--- config.mk ---
export PLATFORM = sky130hd
export DESIGN_NAME = cd_disc_id_builder_top_flat
export DESIGN_NICKNAME = d
export VERILOG_FILES = /design/src/rtl/cddb_pkg.sv /design/src/rtl/cddb_in_if.sv /design/src/rtl/cddb_out_if.sv /design/src/rtl/cddb_front.sv /design/src/rtl/cddb_fifo.sv /design/src/rtl/cddb_back.sv /design/src/rtl/cd_disc_id_builder_top.sv /design/src/flat_wrapper.sv
export VERILOG_INCLUDE_DIRS = /design/src /design/src/rtl
export SDC_FILE = /design/constraint.sdc
export NUM_CORES = 1
export LEC_CHECK = 0
export BUFFER_PORTS_ARGS = -buffer_cell sky130_fd_sc_hd__buf_4
export CAP_MARGIN = 20
export CORE_MARGIN = 2
export CORE_UTILIZATION = 45
export CTS_CLUSTER_DIAMETER = 30
export CTS_CLUSTER_SIZE = 28
export DETAILED_ROUTE_END_ITERATION = 8
export GPL_TIMING_DRIVEN = 0
export PLACE_DENSITY = 0.7
export SLEW_MARGIN = 20
export SYNTH_ARGS = -nofsm -noshare
export SYNTH_HDL_FRONTEND = slang
export SYNTH_SLANG_ARGS = --single-unit
--- constraint.sdc ---
create_clock -name clk -period 7.95 [get_ports clk]
set_input_delay 0.795 -clock clk [delete_from_list [all_inputs] [get_ports clk]]
set_output_delay 0.795 -clock clk [all_outputs]
set_load 0.02 [all_outputs]
--- src/rtl/cd_disc_id_builder_top_assert.svh ---
// ----------------------------------------------------------------------------
// Disc id builder assertion macros
// Shared concurrent check forms used by the top level.
// ----------------------------------------------------------------------------
`ifndef CD_DISC_ID_BUILDER_TOP_ASSERT_SVH
`define CD_DISC_ID_BUILDER_TOP_ASSERT_SVH

// The consequent must hold in the same cycle as the antecedent.
`define CDDB_CHECK_NOW(label, ante, cons, msg) \
	label: assert property (@(posedge clk) disable iff (!arst_n) (ante) |-> (cons)) \
		else $error(msg);

// The consequent must hold in the cycle after the antecedent.
`define CDDB_CHECK_NEXT(label, ante, cons, msg) \
	label: assert property (@(posedge clk) disable iff (!arst_n) (ante) |=> (cons)) \
		else $error(msg);

`endif

--- src/rtl/cddb_pkg.sv ---
// ----------------------------------------------------------------------------
// Disc id builder package
// Item types, queue entry type and fixed arithmetic constants.
// ----------------------------------------------------------------------------
`default_nettype none

package cddb_pkg;

	localparam int OFFSET_W = 19;
	localparam int SECS_W   = 13;
	localparam int DSUM_W   = 6;
	localparam int ACC_W    = 12;
	localparam int COUNT_W  = 7;

	localparam logic MODE_TRACK   = 1'b0;
	localparam logic MODE_LEADOUT = 1'b1;

	// Reciprocal constants: (n * RECIP) >> SHIFT equals n / divisor for the used ranges.
	localparam int RECIP_75     = 447393;
	localparam int SHIFT_75     = 25;
	localparam int RECIP_10     = 6554;
	localparam int SHIFT_10     = 16;
	localparam int RECIP_100    = 5243;
	localparam int SHIFT_100    = 19;
	localparam int RECIP_1000   = 8389;
	localparam int SHIFT_1000   = 23;

	localparam int CHECKSUM_MOD = 255;

	localparam int QUEUE_DEPTH = 4;
	localparam int QUEUE_AW    = 2;

	typedef struct packed {
		logic                mode;
		logic [OFFSET_W-1:0] frame_offset;
	} in_item_t;

	typedef struct packed {
		logic [31:0]        disc_id;
		logic [7:0]         checksum_byte;
		logic [15:0]        total_seconds;
		logic [COUNT_W-1:0] track_count;
		logic               no_tracks;
	} out_item_t;

	typedef struct packed {
		logic              mode;
		logic [SECS_W-1:0] secs;
		logic [DSUM_W-1:0] digit_sum;
	} entry_t;

endpackage

`default_nettype wire

--- src/rtl/cddb_in_if.sv ---
// ----------------------------------------------------------------------------
// Table of contents channel
// Valid/ready channel carrying one track or leadout item per transfer.
// ----------------------------------------------------------------------------
`default_nettype none

interface cddb_in_if;
	logic               valid;
	logic               ready;
	cddb_pkg::in_item_t data;

	modport source (output valid, output data, input ready);
	modport sink (input valid, input data, output ready);
endinterface

`default_nettype wire

--- src/rtl/cddb_out_if.sv ---
// ----------------------------------------------------------------------------
// Disc id channel
// Valid/ready channel carrying one finished disc id per transfer.
// ----------------------------------------------------------------------------
`default_nettype none

interface cddb_out_if;
	logic                valid;
	logic                ready;
	cddb_pkg::out_item_t data;

	modport source (output valid, output data, input ready);
	modport sink (input valid, input data, output ready);
endinterface

`default_nettype wire

--- src/rtl/cddb_front.sv ---
// ----------------------------------------------------------------------------
// Disc id builder front end
// Accepts items, converts frames to seconds and splits seconds into digits.
// ----------------------------------------------------------------------------
`default_nettype none

module cddb_front (
	input  wire logic          clk,
	input  wire logic          arst_n,
	cddb_in_if.sink            toc,
	output cddb_pkg::entry_t   push_data,
	output logic               push_valid,
	input  wire logic          push_ready
);
	import cddb_pkg::*;

	logic                valid_s1;
	logic                mode_s1;
	logic [SECS_W-1:0]   secs_s1;
	logic                valid_s2;
	logic                mode_s2;
	logic [SECS_W-1:0]   secs_s2;
	logic [9:0]          q10_s2;
	logic [6:0]          q100_s2;
	logic [3:0]          q1000_s2;

	logic                adv_s1;
	logic                adv_s2;
	logic [37:0]         prod_75;
	logic [25:0]         prod_10;
	logic [25:0]         prod_100;
	logic [26:0]         prod_1000;
	logic [3:0]          d0;
	logic [3:0]          d1;
	logic [3:0]          d2;

	assign adv_s2    = !valid_s2 || push_ready;
	assign adv_s1    = !valid_s1 || adv_s2;
	assign toc.ready = adv_s1;

	assign prod_75   = 38'(toc.data.frame_offset) * 38'(RECIP_75);
	assign prod_10   = 26'(secs_s1) * 26'(RECIP_10);
	assign prod_100  = 26'(secs_s1) * 26'(RECIP_100);
	assign prod_1000 = 27'(secs_s1) * 27'(RECIP_1000);

	always_ff @(posedge clk or negedge arst_n) begin
		if (!arst_n) begin
			valid_s1 <= 1'b0;
			valid_s2 <= 1'b0;
		end else begin
			if (adv_s1) begin
				valid_s1 <= toc.valid;
			end
			if (adv_s2) begin
				valid_s2 <= valid_s1;
			end
		end
	end

	always_ff @(posedge clk) begin
		if (adv_s1 && toc.valid) begin
			mode_s1 <= toc.data.mode;
			secs_s1 <= prod_75[SHIFT_75 +: SECS_W];
		end
		if (adv_s2 && valid_s1) begin
			mode_s2  <= mode_s1;
			secs_s2  <= secs_s1;
			q10_s2   <= prod_10[SHIFT_10 +: 10];
			q100_s2  <= prod_100[SHIFT_100 +: 7];
			q1000_s2 <= prod_1000[SHIFT_1000 +: 4];
		end
	end

	assign d0 = 4'(secs_s2 - (13'({q10_s2, 3'b000}) + 13'({q10_s2, 1'b0})));
	assign d1 = 4'(q10_s2 - (10'({q100_s2, 3'b000}) + 10'({q100_s2, 1'b0})));
	assign d2 = 4'(q100_s2 - (7'({q1000_s2, 3'b000}) + 7'({q1000_s2, 1'b0})));

	assign push_valid          = valid_s2;
	assign push_data.mode      = mode_s2;
	assign push_data.secs      = secs_s2;
	assign push_data.digit_sum = DSUM_W'(d0) + DSUM_W'(d1) + DSUM_W'(d2) + DSUM_W'(q1000_s2);

endmodule

`default_nettype wire

--- src/rtl/cddb_fifo.sv ---
// ----------------------------------------------------------------------------
// Disc id builder queue
// Short register queue that decouples the front end from the back end.
// ----------------------------------------------------------------------------
`default_nettype none

module cddb_fifo (
	input  wire logic              clk,
	input  wire logic              arst_n,
	input  wire cddb_pkg::entry_t  push_data,
	input  wire logic              push_valid,
	output logic                   push_ready,
	output cddb_pkg::entry_t       pop_data,
	output logic                   pop_valid,
	input  wire logic              pop_ready
);
	import cddb_pkg::*;

	entry_t                mem_q [QUEUE_DEPTH];
	logic [QUEUE_AW-1:0]   wr_ptr_q;
	logic [QUEUE_AW-1:0]   rd_ptr_q;
	logic [QUEUE_AW:0]     count_q;
	logic                  do_push;
	logic                  do_pop;

	assign push_ready = count_q != (QUEUE_AW+1)'(QUEUE_DEPTH);
	assign pop_valid  = count_q != '0;
	assign do_push    = push_valid && push_ready;
	assign do_pop     = pop_valid && pop_ready;
	assign pop_data   = mem_q[rd_ptr_q];

	always_ff @(posedge clk or negedge arst_n) begin
		if (!arst_n) begin
			wr_ptr_q <= '0;
			rd_ptr_q <= '0;
			count_q  <= '0;
		end else begin
			if (do_push) begin
				wr_ptr_q <= wr_ptr_q + 1'b1;
			end
			if (do_pop) begin
				rd_ptr_q <= rd_ptr_q + 1'b1;
			end
			if (do_push && !do_pop) begin
				count_q <= count_q + 1'b1;
			end else if (do_pop && !do_push) begin
				count_q <= count_q - 1'b1;
			end
		end
	end

	always_ff @(posedge clk) begin
		if (do_push) begin
			mem_q[wr_ptr_q] <= push_data;
		end
	end

endmodule

`default_nettype wire

--- src/rtl/cddb_back.sv ---
// ----------------------------------------------------------------------------
// Disc id builder back end
// Accumulates track data and forms the disc id on each leadout item.
// ----------------------------------------------------------------------------
`default_nettype none

module cddb_back #(
	parameter int MAX_TRACKS = 99
) (
	input  wire logic              clk,
	input  wire logic              arst_n,
	input  wire cddb_pkg::entry_t  pop_data,
	input  wire logic              pop_valid,
	output logic                   pop_ready,
	cddb_out_if.source             disc
);
	import cddb_pkg::*;

	logic [ACC_W-1:0]    dsum_q;
	logic [SECS_W-1:0]   first_q;
	logic [COUNT_W-1:0]  tracks_q;
	logic                out_valid_q;
	out_item_t           out_q;

	logic                out_free;
	logic                do_pop;
	logic                is_leadout;
	logic                has_room;
	logic [8:0]          fold;
	logic [7:0]          chk;
	logic [15:0]         tot;
	out_item_t           res;

	assign is_leadout = pop_data.mode == MODE_LEADOUT;
	assign out_free   = !out_valid_q || disc.ready;
	assign pop_ready  = !is_leadout || out_free;
	assign do_pop     = pop_valid && pop_ready;
	assign has_room   = tracks_q < COUNT_W'(MAX_TRACKS);

	// Since 256 is one more than 255, folding the high nibble onto the low byte keeps the residue.
	assign fold = 9'(dsum_q[ACC_W-1:8]) + 9'(dsum_q[7:0]);
	assign chk  = (fold >= 9'(CHECKSUM_MOD)) ? 8'(fold - 9'(CHECKSUM_MOD)) : fold[7:0];
	assign tot  = 16'(pop_data.secs) - 16'(first_q);

	always_comb begin
		res = '0;
		if (tracks_q == '0) begin
			res.no_tracks = 1'b1;
		end else begin
			res.checksum_byte = chk;
			res.total_seconds = tot;
			res.track_count   = tracks_q;
			res.disc_id       = {chk, tot, 1'b0, tracks_q};
		end
	end

	always_ff @(posedge clk or negedge arst_n) begin
		if (!arst_n) begin
			dsum_q      <= '0;
			first_q     <= '0;
			tracks_q    <= '0;
			out_valid_q <= 1'b0;
		end else begin
			if (do_pop) begin
				if (is_leadout) begin
					dsum_q   <= '0;
					first_q  <= '0;
					tracks_q <= '0;
				end else if (has_room) begin
					if (tracks_q == '0) begin
						first_q <= pop_data.secs;
					end
					dsum_q   <= dsum_q + ACC_W'(pop_data.digit_sum);
					tracks_q <= tracks_q + 1'b1;
				end
			end
			if (do_pop && is_leadout) begin
				out_valid_q <= 1'b1;
			end else if (disc.ready) begin
				out_valid_q <= 1'b0;
			end
		end
	end

	always_ff @(posedge clk) begin
		if (do_pop && is_leadout) begin
			out_q <= res;
		end
	end

	assign disc.valid = out_valid_q;
	assign disc.data  = out_q;

endmodule

`default_nettype wire

--- src/rtl/cd_disc_id_builder_top.sv ---
// A leadout transfer passes the two front-end stage registers, the queue and the output register.
// Throughput: one item per cycle through the two-stage frame-to-digits front end, unless a full queue stalls it.
// A stalled result holds the back end only on leadout items; the front keeps filling the queue.
// Reset clears all valid bits, queue pointers and the accumulated disc state.
// ----------------------------------------------------------------------------
// Disc id builder top level
// Front end, queue and back end that turn a table of contents into a disc id.
// ----------------------------------------------------------------------------
`default_nettype none

`include "cd_disc_id_builder_top_assert.svh"

module cd_disc_id_builder_top #(
	parameter int MAX_TRACKS = 99
) (
	input  wire logic  clk,
	input  wire logic  arst_n,
	cddb_in_if.sink    toc,
	cddb_out_if.source disc
);
	import cddb_pkg::*;

	entry_t push_data;
	logic   push_valid;
	logic   push_ready;
	entry_t pop_data;
	logic   pop_valid;
	logic   pop_ready;

	cddb_front u_front (
		.clk        (clk),
		.arst_n     (arst_n),
		.toc        (toc),
		.push_data  (push_data),
		.push_valid (push_valid),
		.push_ready (push_ready)
	);

	cddb_fifo u_fifo (
		.clk        (clk),
		.arst_n     (arst_n),
		.push_data  (push_data),
		.push_valid (push_valid),
		.push_ready (push_ready),
		.pop_data   (pop_data),
		.pop_valid  (pop_valid),
		.pop_ready  (pop_ready)
	);

	cddb_back #(
		.MAX_TRACKS (MAX_TRACKS)
	) u_back (
		.clk       (clk),
		.arst_n    (arst_n),
		.pop_data  (pop_data),
		.pop_valid (pop_valid),
		.pop_ready (pop_ready),
		.disc      (disc)
	);

	`CDDB_CHECK_NOW(a_id_packing, disc.valid, (disc.data.disc_id == {disc.data.checksum_byte, disc.data.total_seconds, 1'b0, disc.data.track_count}), "disc id does not match its fields")
	`CDDB_CHECK_NOW(a_empty_disc, (disc.valid && disc.data.no_tracks), (disc.data.disc_id == 32'd0), "empty disc carries a nonzero id")
	`CDDB_CHECK_NOW(a_field_range, disc.valid, ((disc.data.checksum_byte != 8'(CHECKSUM_MOD)) && (disc.data.track_count <= COUNT_W'(MAX_TRACKS))), "disc id field out of range")
	`CDDB_CHECK_NEXT(a_result_hold, (disc.valid && !disc.ready), (disc.valid && $stable(disc.data)), "stalled disc id changed")

endmodule

`default_nettype wire
--- src/flat_wrapper.sv ---
// flat-port wrapper written by rule: the top's interface ports become plain ports
module cd_disc_id_builder_top_flat import cddb_pkg::*;
#(
	parameter int MAX_TRACKS = 99
)
  (clk, arst_n, toc_valid, toc_data, toc_ready, disc_valid, disc_data, disc_ready);
  cddb_in_if toc_i ();
  cddb_out_if disc_i ();
  input  wire logic clk;
  input  wire logic arst_n;
  input wire logic [$bits(toc_i.valid)-1:0] toc_valid;
  input wire logic [$bits(toc_i.data)-1:0] toc_data;
  output wire logic [$bits(toc_i.ready)-1:0] toc_ready;
  output wire logic [$bits(disc_i.valid)-1:0] disc_valid;
  output wire logic [$bits(disc_i.data)-1:0] disc_data;
  input wire logic [$bits(disc_i.ready)-1:0] disc_ready;
  assign toc_i.valid = toc_valid;
  assign toc_i.data = toc_data;
  assign toc_ready = toc_i.ready;
  assign disc_valid = disc_i.valid;
  assign disc_data = disc_i.data;
  assign disc_i.ready = disc_ready;
  cd_disc_id_builder_top #(.MAX_TRACKS(MAX_TRACKS)) u_core (.clk(clk), .arst_n(arst_n), .toc(toc_i), .disc(disc_i));
endmodule
==> flow_summary.yaml <==
yosys:
  synthArstFlopShare: 0.219
  syn_area_per_cell_um2: 11.3
  yosys.area.top_type: "fa_1"
  synth_nets: 2503
  yosysUniqueCellTypes: 62
  synthTopCellsByCount: "inv_1 (452), ha_1 (376), fa_1 (246), edfxtp_1 (150), xnor2_1 (54)"
  syn_area_um2: 21000
  yosysSeqAreaShare: 0.265
  yosysTopAreaCellShare: 0.235
  synth_flop_cell: "edfxtp_1"
  synth_edf_count: 150
  synth.most_common_cell: "inv_1"
  yosysWarnings: 0
  synth_area_leaders: "fa_1 (23%), ha_1 (22%), edfxtp_1 (21%)"
  ys_ff_latch: 192
  synth_cells: 1857
drt:
  first_pass_iters: 7
  drtIter0Drc: 516
  wl_per_cell_um: 15.2
  drt.antenna.violating_nets: 0
  via_per_inst: 5.06
  wl_um: 39400
  via_count: 13088
  drc_errors: 0
setup_path:
  reg2reg_from: "u_core.u_front.secs_s1[7]"
  startpoint: "toc_data[11]"
  cpPeakStageDelay_ns: 0.55
  crit_fanout: 5
  cp.arrival_ns: 6.39
  worstSetupEndpointType: "flip-flop"
  crit_top_cell: "fa_1"
  path_cells: "buf_4, inv_1, fa_1, fa_1, inv_1, fa_1, fa_1, fa_1, inv_1, fa_1, inv_1, ha_1, a21o_1, a21oi_1, o2111ai_1, a31oi_1, o21ai_0, a41o_1, o31a_1"
  slowest_stage: "fa_1"
  crit_required_ns: 8.13
  worstSetupPathType: "input port to flip-flop"
  startpoint_type: "input port"
sta:
  final-max-slew-violation-count: 0
  setup_viol: 0
  tns_ns: 0
  slew_headroom: 0.288
  rsz0062_at_grt: "no"
  hold_violations: 0
  worst_slack_ns: 1.74
  timing.final.crit_share: 0.781
  max_freq_ghz: 0.161
  skew_ns: 0.0163
  min_period_ns: 6.21
  tightestPinTransition_ns: 1.07
min_path:
  hold_path_class: "input port to asynchronous set/reset pin"
cts:
  cts-root-buf: "clkbuf_16"
  path_clk_slew_ns: 0.08
  clk_latency_ns: 0.43
  post_cts_resize_count: 0
  postCtsSetupRepairBufs: 0
  hold_buffers: 0
  cts_buffer_depth: 2
  cts_buffers: 17
  htreeDepth: 4
  clock-sinks: 192
  cts_tree: "built"
floorplan:
  die_area_um2: 48300
  start_util: 0.453
  num_rows: 79
  dieWidth_um: 220
  pin_count: 90
  die_y_um: 220
  fp.coreArea_um2: 46300
cells_and_area:
  multi_input_area_um2: 13400
  final_nets: 2611
  seq_area_um2: 5560
  syn_to_final_growth_pct: 9.55
  stdcell_count: 2585
  antenna-diode-count: 0
  nFillCells: 4113
  drive_above_1_share: 0.0966
grt:
  grt-ovfl-total: 0
  grt_pass1_vias: 14188
  grt_usage: 0.173
  grt_max_degree: 43
  grt_pass1_wl_um: 66900
  antenna_found_initial: 0
placed_design:
  port_buffers: 88
  place.gp.congestion: 0.865
  hpwl_um: 33400
  place_ws_ns: 1.26
  dpl.cell_count: 2553
outcome:
  outcome: "completed"
job:
  drv_cap: 0
[critical path, delay by kind of cell]
| family | cells | cell delay [ns] |
|---|---|---|
| buf+inv | 5 | 0.50 |
| fa+ha+maj | 7 | 3.37 |
| compound gates | 7 | 1.70 |
[through the flow]
stage / cell area (um^2) / util / hold slack, ns
2_1_floorplan: 21000 / - / 0.400
3_3_place_gp: 22400 / 0.484 / 0.404
3_5_place_dp: 22400 / 0.484 / 0.408
4_1_cts: 23000 / 0.496 / 0.344
5_1_grt: 23000 / 0.496 / 0.365
6_report: 23000 / 0.496 / 0.329
[worst paths after layout]
path	slack, ns	endpoint	cells past startpoint
worst max-delay path	1.74	u_core.u_front.secs_s1[9]	19
worst min-delay path	0.33	u_core.u_back.first_q[8]	1
worst max register to register	1.97	u_core.u_front.q100_s2[3]	17
worst min register to register	0.42	u_core.u_front.mode_s2	0
max in group asynchronous	7.21	u_core.u_front.valid_s1	1
min in group clk	0.42	u_core.u_front.mode_s2	0
[routing by layer]
layer,GRT usage,part of all wire,vias to the layer above
li1,-,-,6318
met1,0.214,0.43,6486
met2,0.318,0.51,238
met3,0.0257,0.040,46
met4,0.0414,0.017,0
met5,0,0,-
[final cells by class]
| cell class | instances | area share |
|---|---|---|
| plain buffers | 56 | 0.0153 |
| clock buffers | 19 | 0.0189 |
| clock inverters | 13 | 0.00523 |
| inverters | 453 | 0.0741 |
| multi-input cells | 1156 | 0.582 |
| flip-flops and latches | 192 | 0.242 |
| well taps | 607 | 0.0331 |
| repair buffers | 89 | 0.0296 |
[flip-flops by register name, indices dropped and copies added, names as in the netlist]
| register | flops |
|---|---|
| u_core.u_front.q1000_s2 | 4 |
| u_core.u_front.valid_s1 | 1 |
| u_core.u_front.mode_s1 | 1 |
| u_core.u_fifo.rd_ptr_q | 2 |
| u_core.u_front.q100_s2 | 4 |
| u_core.u_front.secs_s1 | 13 |
| u_core.u_front.push_valid | 1 |
| u_core.u_fifo.mem_q | 80 |
| u_core.u_back.first_q | 13 |
| u_core.u_front.q10_s2 | 4 |
| u_core.u_front.secs_s2 | 13 |
| u_core.u_fifo.count_q | 3 |
| u_core.u_fifo.wr_ptr_q | 2 |
| u_core.u_back.tracks_q | 7 |
| u_core.u_back.disc.data | 30 |
| u_core.u_front.mode_s2 | 1 |
| u_core.u_back.dsum_q | 12 |
| u_core.u_back.disc.valid | 1 |
[cells by family after synthesis]
family / share of synthesized area
adders and majority gates: 0.459
buffers and inverters: 0.0978
and+or+nand+nor: 0.0530
AOI/OAI and AO/OA: 0.0660
DFF: 0.265
xor gates and xnor gates: 0.0351
muxes: 0.0235
other: 0.000179
[placed cells by master (no fill, tap or decap), types with 11 or more instances in the layout]
cell | synthesis | layout
a21o_1 | 32 | 32
a21oi_1 | 51 | 51
a22o_1 | 13 | 13
buf_4 | 34 | 122
clkbuf_1 | 15 | 17
clkbuf_16 | 0 | 17
dfrtp_1 | 42 | 42
edfxtp_1 | 150 | 150
fa_1 | 246 | 246
ha_1 | 376 | 376
inv_1 | 452 | 452
mux4_2 | 20 | 20
nand2_1 | 52 | 52
nand3_1 | 15 | 15
nand4_1 | 11 | 11
nor2_1 | 49 | 49
nor3_1 | 20 | 20
o21a_1 | 11 | 11
o21ai_0 | 38 | 38
o31ai_1 | 11 | 11
xnor2_1 | 54 | 54
xor2_1 | 30 | 30
Power is not shown: default switching activity piles up to over one toggle a cycle in this logic, so the estimate is an artifact.
